==> src/rtl/core/wps_pkg.sv <==
// shared types and codes for the wildcard pattern skip table
package wps_pkg;

  localparam int BYTE_W   = 8;
  localparam int POS_W    = 6;
  localparam int SKIP_W   = 7;
  localparam int LEN_OUT_W = 7;

  typedef enum logic [1:0] {
    OP_CLEAR  = 2'd0,
    OP_APPEND = 2'd1,
    OP_QUERY  = 2'd2,
    OP_NONE   = 2'd3
  } opcode_t;

  typedef enum logic [1:0] {
    ST_OK    = 2'd0,
    ST_FULL  = 2'd1,
    ST_RANGE = 2'd2
  } status_t;

  typedef enum logic {
    S_IDLE,
    S_SCAN
  } state_t;

  // one stored pattern position
  typedef struct packed {
    logic              wild;
    logic [BYTE_W-1:0] data;
  } entry_t;

endpackage

==> src/rtl/core/wps_if.sv <==
// valid/ready channel interfaces for requests and results
interface wps_in_if;
  import wps_pkg::*;
  logic                valid;
  logic                ready;
  logic [1:0]          opcode;
  logic [BYTE_W-1:0]   byte_value;
  logic                is_wildcard;
  logic [POS_W-1:0]    position;

  modport source (output valid, opcode, byte_value, is_wildcard, position, input ready);
  modport sink   (input valid, opcode, byte_value, is_wildcard, position, output ready);
endinterface

interface wps_out_if;
  import wps_pkg::*;
  logic                 valid;
  logic                 ready;
  logic [SKIP_W-1:0]    skip;
  logic [1:0]           status;
  logic                 pattern_valid;
  logic [LEN_OUT_W-1:0] pattern_length;

  modport source (output valid, skip, status, pattern_valid, pattern_length, input ready);
  modport sink   (input valid, skip, status, pattern_valid, pattern_length, output ready);
endinterface

==> src/rtl/core/wps_store.sv <==
// pattern store: one write port, one read port with registered data
module wps_store #(
  parameter int DEPTH = 64,
  parameter int AW    = 6
) (
  input  logic            clk,
  input  logic            wr_en,
  input  logic [AW-1:0]   wr_addr,
  input  wps_pkg::entry_t wr_data,
  input  logic [AW-1:0]   rd_addr,
  output wps_pkg::entry_t rd_data
);
  import wps_pkg::*;

  entry_t mem [DEPTH];

  always_ff @(posedge clk) begin
    if (wr_en) begin
      mem[wr_addr] <= wr_data;
    end
  end

  always_ff @(posedge clk) begin
    rd_data <= mem[rd_addr];
  end

endmodule

==> src/rtl/core/wildcard_pattern_skip_table_core.sv <==
// wildcard pattern skip table: pattern store plus query scan sequencer
//
//   channel | dir | payload
//   --------+-----+---------------------------------------------------
//   in      | in  | opcode, byte_value, is_wildcard, position
//   out     | out | skip, status, pattern_valid, pattern_length
//
// clear, append, unused opcodes, rejected queries and queries at the last
// position finish in the accept cycle; the result sits in the output register
// from the next cycle. any other query walks the store one entry per cycle
// from j+1 up to k, k the hit position or else the last position. the single
// read port of the store sets this pace. a new beat is taken only
// while no scan runs and the output register is empty or being drained; rst
// clears the length, the store needs no clearing pass.
module wildcard_pattern_skip_table_core #(
  parameter int MAX_LEN = 64
) (
  input logic     clk,
  input logic     rst,
  wps_in_if.sink  in,
  wps_out_if.source out
);
  import wps_pkg::*;

  localparam int LW = $clog2(MAX_LEN + 1);
  localparam int AW = $clog2(MAX_LEN);
  localparam int CW = (LW > SKIP_W) ? LW : SKIP_W;

  state_t            state, state_next;
  logic [LW-1:0]     length, length_next;
  logic              last_wild, last_wild_next;
  logic [LW-1:0]     k, k_next;
  logic [POS_W-1:0]  j_q, j_next;
  logic [BYTE_W-1:0] c_q, c_next;

  logic                 out_valid;
  logic [SKIP_W-1:0]    out_skip;
  status_t              out_status;
  logic                 out_pvalid;
  logic [LEN_OUT_W-1:0] out_len;

  logic              wr_en;
  logic [AW-1:0]     wr_addr, rd_addr;
  entry_t            wr_data, rd_data;

  logic              in_ready, accept, load, hit;
  logic [CW-1:0]     j_ext, jq_ext, len_ext, k_ext, j_inc, k_inc;
  logic [SKIP_W-1:0] ld_skip;
  status_t           ld_status;

  wps_store #(.DEPTH(MAX_LEN), .AW(AW)) u_store (
    .clk     (clk),
    .wr_en   (wr_en),
    .wr_addr (wr_addr),
    .wr_data (wr_data),
    .rd_addr (rd_addr),
    .rd_data (rd_data)
  );

  assign in_ready = (state == S_IDLE) && (!out_valid || out.ready);
  assign accept   = in.valid && in_ready;
  assign in.ready = in_ready;

  assign j_ext   = CW'(in.position);
  assign jq_ext  = CW'(j_q);
  assign len_ext = CW'(length);
  assign k_ext   = CW'(k);
  assign j_inc   = j_ext + CW'(1);
  assign k_inc   = k_ext + CW'(1);
  assign hit     = rd_data.wild || (rd_data.data == c_q);

  always_comb begin
    state_next     = state;
    length_next    = length;
    last_wild_next = last_wild;
    k_next         = k;
    j_next         = j_q;
    c_next         = c_q;
    wr_en          = 1'b0;
    wr_addr        = length[AW-1:0];
    wr_data        = '{wild: in.is_wildcard, data: in.byte_value};
    rd_addr        = j_inc[AW-1:0];
    load           = 1'b0;
    ld_skip        = '0;
    ld_status      = ST_OK;
    case (state)
      S_IDLE: begin
        if (accept) begin
          case (in.opcode)
            OP_CLEAR: begin
              length_next    = '0;
              last_wild_next = 1'b0;
              load           = 1'b1;
            end
            OP_APPEND: begin
              load = 1'b1;
              if (length == LW'(MAX_LEN)) begin
                ld_status = ST_FULL;
              end else begin
                wr_en          = 1'b1;
                length_next    = length + LW'(1);
                last_wild_next = in.is_wildcard;
              end
            end
            OP_QUERY: begin
              if (j_ext >= len_ext) begin
                ld_status = ST_RANGE;
                load      = 1'b1;
              end else if (j_inc == len_ext) begin
                ld_skip = SKIP_W'(len_ext - j_ext);
                load    = 1'b1;
              end else begin
                k_next     = j_inc[LW-1:0];
                j_next     = in.position;
                c_next     = in.byte_value;
                state_next = S_SCAN;
              end
            end
            default: begin
              load = 1'b1;
            end
          endcase
        end
      end
      S_SCAN: begin
        // rd_data holds the entry at position k
        rd_addr = k_inc[AW-1:0];
        if (hit) begin
          ld_skip    = SKIP_W'(k_ext - jq_ext);
          load       = 1'b1;
          state_next = S_IDLE;
        end else if (k_inc == len_ext) begin
          ld_skip    = SKIP_W'(len_ext - jq_ext);
          load       = 1'b1;
          state_next = S_IDLE;
        end else begin
          k_next = k_inc[LW-1:0];
        end
      end
      default: begin
        state_next = S_IDLE;
      end
    endcase
  end

  always_ff @(posedge clk) begin
    if (rst) begin
      state     <= S_IDLE;
      length    <= '0;
      last_wild <= 1'b0;
      out_valid <= 1'b0;
    end else begin
      state     <= state_next;
      length    <= length_next;
      last_wild <= last_wild_next;
      if (load) begin
        out_valid <= 1'b1;
      end else if (out.ready) begin
        out_valid <= 1'b0;
      end
    end
  end

  always_ff @(posedge clk) begin
    k   <= k_next;
    j_q <= j_next;
    c_q <= c_next;
    if (load) begin
      out_skip   <= ld_skip;
      out_status <= ld_status;
      out_pvalid <= (length_next != '0) && !last_wild_next;
      out_len    <= LEN_OUT_W'(CW'(length_next));
    end
  end

  assign out.valid          = out_valid;
  assign out.skip           = out_skip;
  assign out.status         = out_status;
  assign out.pattern_valid  = out_pvalid;
  assign out.pattern_length = out_len;

endmodule

==> src/flat_wrapper.sv <==
// flat-port wrapper written by rule: the top's interface ports become plain ports
module wildcard_pattern_skip_table_core_flat import wps_pkg::*;
#(
  parameter int MAX_LEN = 64
)
  (clk, rst, in_valid, in_opcode, in_byte_value, in_is_wildcard, in_position, in_ready, out_valid, out_skip, out_status, out_pattern_valid, out_pattern_length, out_ready);
  wps_in_if in_i ();
  wps_out_if out_i ();
  input logic clk;
  input logic rst;
  input wire logic [$bits(in_i.valid)-1:0] in_valid;
  input wire logic [$bits(in_i.opcode)-1:0] in_opcode;
  input wire logic [$bits(in_i.byte_value)-1:0] in_byte_value;
  input wire logic [$bits(in_i.is_wildcard)-1:0] in_is_wildcard;
  input wire logic [$bits(in_i.position)-1:0] in_position;
  output wire logic [$bits(in_i.ready)-1:0] in_ready;
  output wire logic [$bits(out_i.valid)-1:0] out_valid;
  output wire logic [$bits(out_i.skip)-1:0] out_skip;
  output wire logic [$bits(out_i.status)-1:0] out_status;
  output wire logic [$bits(out_i.pattern_valid)-1:0] out_pattern_valid;
  output wire logic [$bits(out_i.pattern_length)-1:0] out_pattern_length;
  input wire logic [$bits(out_i.ready)-1:0] out_ready;
  assign in_i.valid = in_valid;
  assign in_i.opcode = in_opcode;
  assign in_i.byte_value = in_byte_value;
  assign in_i.is_wildcard = in_is_wildcard;
  assign in_i.position = in_position;
  assign in_ready = in_i.ready;
  assign out_valid = out_i.valid;
  assign out_skip = out_i.skip;
  assign out_status = out_i.status;
  assign out_pattern_valid = out_i.pattern_valid;
  assign out_pattern_length = out_i.pattern_length;
  assign out_i.ready = out_ready;
  wildcard_pattern_skip_table_core #(.MAX_LEN(MAX_LEN)) u_core (.clk(clk), .rst(rst), .in(in_i), .out(out_i));
endmodule
==> config.mk <==
export PLATFORM = sky130hd
export DESIGN_NAME = wildcard_pattern_skip_table_core_flat
export DESIGN_NICKNAME = d
export VERILOG_FILES = /design/src/rtl/core/wps_pkg.sv /design/src/rtl/core/wps_if.sv /design/src/rtl/core/wps_store.sv /design/src/rtl/core/wildcard_pattern_skip_table_core.sv /design/src/flat_wrapper.sv
export SDC_FILE = /design/constraint.sdc
export NUM_CORES = 1
export LEC_CHECK = 0
export ABC_CLOCK_PERIOD_IN_PS = 3800
export BUFFER_PORTS_ARGS = -buffer_cell sky130_fd_sc_hd__buf_2
export CAP_MARGIN = 15
export CORE_MARGIN = 2
export CORE_UTILIZATION = 40
export CTS_CLUSTER_SIZE = 24
export DETAILED_ROUTE_END_ITERATION = 10
export SLEW_MARGIN = 20
export SYNTH_ARGS = -nofsm -noshare
export SYNTH_HDL_FRONTEND = slang
export SYNTH_SLANG_ARGS = --single-unit
==> constraint.sdc <==
create_clock -name clk -period 3.8 [get_ports clk]
set_clock_uncertainty 0.2 [all_clocks]
set_input_delay 0.57 -clock clk [delete_from_list [all_inputs] [get_ports clk]]
set_output_delay 0.57 -clock clk [all_outputs]
set_load 0.01 [all_outputs]
==> reports/qor.yml, run 1 <==
instances_no_fill: 3038
via_per_inst: 5.74
drc: 0
routed_wirelength_um: 75100
overflow: 0
tightest_slew_ns: 1.02
slew_headroom_pct: 31.7
start_util_pct: 40.6
fin_util_pct: 47.3
clk_latency_ns: 0.63
syn_nets: 2020
postCtsSetupRepairBufs: 0
grt_pass1_vias: 17400
clk_path_buf_depth: 3
seq_area_frac_synth_pct: 70.3
max_freq_ghz: 0.275
grtUsageTotal_pct: 21.6
ys_ff_latch: 633
rsz0062_at_grt: "false"
synth_enable_flop_cells: 614
synth_top_area_cell: "edfxtp_1"
dieArea_um2: 69000
worstSetupEndpointType: "flop"
setup_viol: 0
holdWs_ns: 0.0624
syn_inst: 1971
cts_buffers: 70
outcome: "finished clean"
hold_path.class: "in2reg"
leakage_nw: 10.7
tns_ns: 0
total_power_mw: 15.7
finalNetCount: 2169
critPathKind: "reg2reg"
yosysMostFrequentCell: "edfxtp_1"
drt-initial-drc-count: 1776
hold_viol: 0
io_pins: 40
core_area_um2: 66000
max-cap-violations: 0
htree_levels: 3
drt_pass1_iterations: 5
yosys_warnings: 0
clk_pin_slew_ns: 0.06
antenna_cells: 0
die_h_um: 263
cp.required_ns: 4.10
startpoint_type: "flop"
area_growth_pct: 16.7
syn_area_um2: 26800
place_inst: 2909
slew_viol_final: 0
cts_tree: "yes"
synth_top_cell_area_share_pct: 68.9
rows: 94
antenna_found_initial: 1
async_flop_share_pct: 0
wl_per_cell_um: 24.7
clockRootBuffer: "clkbuf_16"
avgSynthCellArea_um2: 13.6
synth-main-ff-cell: "edfxtp_1"
synth_common_cells: "edfxtp_1 (614), nand2_1 (241), nor2_1 (192)"
drive_above_1_share_pct: 16.3
power_density_nw_per_um2: 503
crit_fanout: 28
cp.arrival_ns: 3.94
period_needed_ns: 3.63
fin_crit_sh_pct: 95.6
ir_drop_v: 0.000300
dp_hpwl_um: 47600
dr_total_vias: 17400
ant_nets: 0
synth.distinct_cells: 75
portBuffers: 39
gp_congestion: 0.868
synth_area_leaders: "edfxtp_1 (69%), nand2_1 (3.4%), a21oi_1 (2.9%)"
grt_start_max_net_pins: 67
cts_sinks: 633
grt_pass1_wl_um: 112000
die_w_um: 263
-- cells in the final DEF, fill, tap and decap left out, drive strengths merged, types with 5 or more instances in the layout --
cell type	Yosys	layout
a311oi	8	8
nand2	241	241
clkinv	1	29
o22ai	15	15
a31oi	15	15
dfxtp	19	19
and3	11	11
a211oi	30	30
clkbuf	51	91
nor2	192	192
mux4	31	31
a221oi	27	27
nand3	124	124
nand2b	6	6
a21oi	153	153
o21a	5	5
nor3	23	23
o221a	9	9
ha	25	25
buf	75	200
a21o	9	9
xnor2	19	19
inv	32	34
o211ai	27	27
edfxtp	614	614
o21bai	5	5
or3	13	13
nor2b	11	11
o21ai	36	36
nor4	19	19
xor2	19	19
and2	13	13
mux2i	14	14
nor3b	15	15
-- power breakdown --
group          internal, mW  switching, mW
Clock                  3.83           2.79
Combinational         0.463          0.913
Sequential             7.69         0.0168
-- per-stage QoR --
stage          instance area [um^2]  setup WS, ns
4_1_cts                       31200         0.204
6_report                      31200         0.166
3_3_place_gp                  28900        0.0264
3_5_place_dp                  28900        0.0310
5_1_grt                       31200        0.0964
2_1_floorplan                 26800         0.817
-- worst max-delay path, stage by stage (launching register included) --
cell	delay (ns)
edfxtp_1	0.46
ha_1	0.42
and3_1	0.24
or2_2	0.56
buf_4	0.28
a21oi_1	0.11
o21ai_0	0.11
a221oi_1	0.59
o221ai_1	0.33
o221a_2	0.19
-- registers in the layout (all words and copies together), names as in the netlist --
register,flops
u_core.c_q,8
u_core.out.valid,1
u_core.last_wild,1
u_core.k,7
u_core.len_ext,7
u_core.out.pattern_valid,1
u_core.out.status,2
u_core.out.skip,7
u_core.j_q,6
u_core.u_store.rd_data,9
u_core.out.pattern_length,7
u_core.state,1
u_core.u_store.mem,576
-- cell families after synthesis --
kind of cell | synth area share [%]
AO/OA/AOI/OAI | 9.20
flip-flops | 70.3
multiplexers | 3.33
AND/OR/NAND/NOR | 11.5
adder cells (fa/ha/maj) | 1.39
buffers and inverters | 2.68
XOR/XNOR | 1.58
-- repair_timing --
action | CTS | global route
hold buffers | 3 | 0
resized for setup | 0 | 0
hold endpoints to repair | 3 | 0
-- final cells by class --
| class | count | area [um^2] |
|---|---|---|
| Timing Repair Buffer | 203 | 1670 |
| Tap cell | 864 | 1080 |
| Clock inverter | 35 | 378 |
| Clock buffer | 91 | 1890 |
| Multi-Input combinational cell | 1179 | 7260 |
| Inverter | 33 | 129 |
| Sequential cell | 633 | 18800 |
| Fill cell | 5704 | 34700 |
-- metal layers --
metal	share of wire [%]	track usage, %	vias up
met5	0.0093	0	-
li1	-	-	7771
met2	48	34.9	830
met3	7.6	3.79	136
met1	42	29.4	8706
met4	3.3	7.98	2
-- final timing paths --
check	cells past startpoint	to	slack (ns)	startpoint
worst max-delay path	9	u_core.u_store.rd_data[7]	0.17	u_core.k[1]
worst max register to register	9	u_core.u_store.rd_data[7]	0.17	u_core.k[1]
worst min-delay path	2	u_core.last_wild	0.06	rst
worst min register to register	2	u_core.out.valid	0.40	u_core.out.valid
No activity file was read; power rests on OpenSTA's default activity.
==> inputs of run 2 (changes only) <==
--- a/config.mk
+++ b/config.mk
@@ -6,7 +6,7 @@
 export NUM_CORES = 1
 export LEC_CHECK = 0
 export ABC_CLOCK_PERIOD_IN_PS = 3800
-export BUFFER_PORTS_ARGS = -buffer_cell sky130_fd_sc_hd__buf_2
+export BUFFER_PORTS_ARGS = -buffer_cell sky130_fd_sc_hd__buf_4
 export CAP_MARGIN = 15
 export CORE_MARGIN = 2
 export CORE_UTILIZATION = 40
==> run 2 against run 1 <==
Effect of this change: combinational power shrank 3%; power is essentially flat; sequential power is essentially flat; flip-flop and latch count is the same; die area is the same; highest routed layer is now met4.
==> reports/qor.yml, run 2 (synthesized netlist as in run 1, its figures left out) <==
antenna_found_initial: 0  # -1
rrSetupSlack_ns: 0.33  # +0.16 ns
ir_drop_v: 0.000292  # -2.6%
io_pins: 40  # unchanged
overflow: 0  # unchanged
largest-register: "u_core.u_store.mem"
leakage_nw: 10.6  # -1.6%
grtUsageTotal_pct: 21.1  # -0.51 points
core_area_um2: 66000  # unchanged
instances_no_fill: 3004  # -1.1%
switching_share_pct: 23.8  # +0.073 points
drive_above_1_share_pct: 15.2  # -1.1 points
slew_viol_final: 0  # unchanged
startpoint: "in_position[1]"
ant_nets: 0  # unchanged
antenna_cells: 0  # unchanged
grt_pass1_vias: 17200  # -1.2%
reg2reg_to: "u_core.u_store.rd_data[2]"
slew_headroom_pct: 18.2  # -13 points
reg2reg_depth: 9  # unchanged
fin_crit_sh_pct: 95.4  # -0.24 points
finalNetCount: 2136  # -1.5%
max-cap-violations: 0  # unchanged
rr_startpoint: "u_core.state"
grt_start_max_net_pins: 66  # -1.5%
holdWs_ns: 0.136  # +0.0741 ns
combinationalPowerShare_pct: 8.5  # -0.3 points
worstSetupEndpoint: "u_core.u_store.rd_data[4]"
clk_pin_slew_ns: 0.06  # about the same
setup_viol: 0  # unchanged
hold_viol: 0  # unchanged
wl_per_cell_um: 24.5  # -0.81%
clk_path_buf_depth: 3  # unchanged
top_regs: "u_core.u_store.mem (576), u_core.u_store.rd_data (9), u_core.c_q (8)"
worstSetupEndpointType: "flop"
place_inst: 2874  # -1.2%
dp_hpwl_um: 44900  # -5.6%
start_util_pct: 40.6  # unchanged
rows: 94  # unchanged
cts_sinks: 633  # unchanged
cts_tree: "yes"
critPathKind: "in2reg"
largest_reg_flops: 576  # unchanged
dieArea_um2: 69000  # unchanged
routed_wirelength_um: 73700  # -1.9%
crit_slowest_cell: "buf_4"
die_w_um: 263  # unchanged
cts_buffers: 69  # -1.4%
power_density_nw_per_um2: 507  # +0.91%
power.internal_mw: 12.0  # about the same
tightest_slew_ns: 1.23  # +0.201 ns
drt-initial-drc-count: 1987  # +12%
cp.required_ns: 4.12  # +0.02 ns
switching_power_mw: 3.74  # +0.36%
tns_ns: 0  # unchanged
final_cell_mix: "edfxtp_1 (614), nand2_1 (241), nor2_1 (192)"
grt_pass1_wl_um: 110000  # -2.2%
pwr-share-seq_pct: 49.1  # about the same
cp.arrival_ns: 3.94  # about the same
area_growth_pct: 15.7
startpoint_type: "input pin"
hold_start: "in_position[0]"
max_freq_ghz: 0.276  # +0.25%
crit_fanout: 49  # +75%
die_h_um: 263  # unchanged
rsz0062_at_grt: "false"
drc: 0  # unchanged
gp_congestion: 0.861  # -0.75%
drt_pass1_iterations: 5  # unchanged
portBuffers: 39  # unchanged
htree_levels: 3  # unchanged
via_per_inst: 5.80  # +0.95%
critPathMaxStageDelay_ns: 0.59  # about the same
period_needed_ns: 3.63  # -0.00906 ns
crit_path_cell_trace: "dlygate4sd3_1 > buf_4 > ha_1 > mux2i_4 > buf_4 > and3_1 > a311oi_1 > a311oi_1 > a31oi_1 > o221a_1"
clk_latency_ns: 0.63  # about the same
hold_path.class: "in2reg"
outcome: "finished clean"
clkPwrFrac_pct: 42.4  # +0.2 points
dr_total_vias: 17400  # -0.18%
clockRootBuffer: "clkbuf_16"
final_common_cell: "edfxtp_1"
run 2: cell count changes in the layout (fill, tap and decap cells not counted), sizes merged:
cell | before | now
dlygate4sd3 | 3 | 6
clkbuf | 91 | 79
buf | 200 | 165
inv | 34 | 36
clkinv | 29 | 32
bufinv | 4 | 6
clkinvlp | 1 | 4
run 2: power groups by stage:
stage | logic, mW | registers [mW] | clock network (mW)
finish | 1.34 | 7.71 | 6.67
global route | 1.43 | 7.71 | 7.00
CTS | 1.33 | 7.71 | 6.75
detailed placement | 1.32 | 7.86 | 0
global placement | 1.31 | 7.86 | 0
floorplan | 0.750 | 7.86 | 0
run 2: layout make-up:
| cell class | count | area, um^2 |
|---|---|---|
| inverter | 33 | 129 |
| timing repair buffer | 171 | 1420 |
| sequential | 633 | 18800 |
| fill | 5693 | 35000 |
| clock buffer | 79 | 1810 |
| tap | 864 | 1080 |
| clock inverter | 45 | 443 |
| multi-input combinational | 1179 | 7270 |
run 2: what timing repair did:
| action | in CTS | in global routing |
|---|---|---|
| hold buffers | 6 | 0 |
| buffers inserted | 0 | 0 |
| resized for setup | 0 | 1 |
| hold endpoints to repair | 15 | 0 |
| setup endpoints to repair | 0 | 1 |
run 2: per-stage QoR:
stage	setup WS (ns)	utilization (%)	cell area, um^2	total power, mW
final	0.175	46.9	31000	15.7
after global routing	0.0791	46.9	31000	16.1
after floorplan	0.817	-	26800	8.61
after CTS	0.237	46.9	31000	15.8
after detailed placement	0.187	43.4	28700	9.18
after global placement	0.214	43.4	28700	9.17
run 2: per-layer routing:
layer  GRT usage (%)  routed length (um)
met3            3.75                5810
met5               0                   0
met1            29.8               31800
met4            8.33                2450
met2            32.6               33700
run 2: critical path: cells and delay by family:
family                   cells  cell delay [ns]
buffers and inverters        3             1.29
AO/OA/AOI/OAI                4             1.01
adder cells (fa/ha/maj)      1             0.40
multiplexers                 1             0.35
AND/OR/NAND/NOR              1             0.27
run 2: how the worst min path moves through the flow:
stage / end / slack [ns] / cells past startpoint
after floorplan: u_core.last_wild / 0.35 / 2
after global placement: u_core.last_wild / 0.38 / 2
after detailed placement: u_core.last_wild / 0.39 / 2
after CTS: u_core.j_q[0] / 0.11 / 2
after global routing: u_core.j_q[0] / 0.14 / 2
final: u_core.j_q[0] / 0.14 / 2
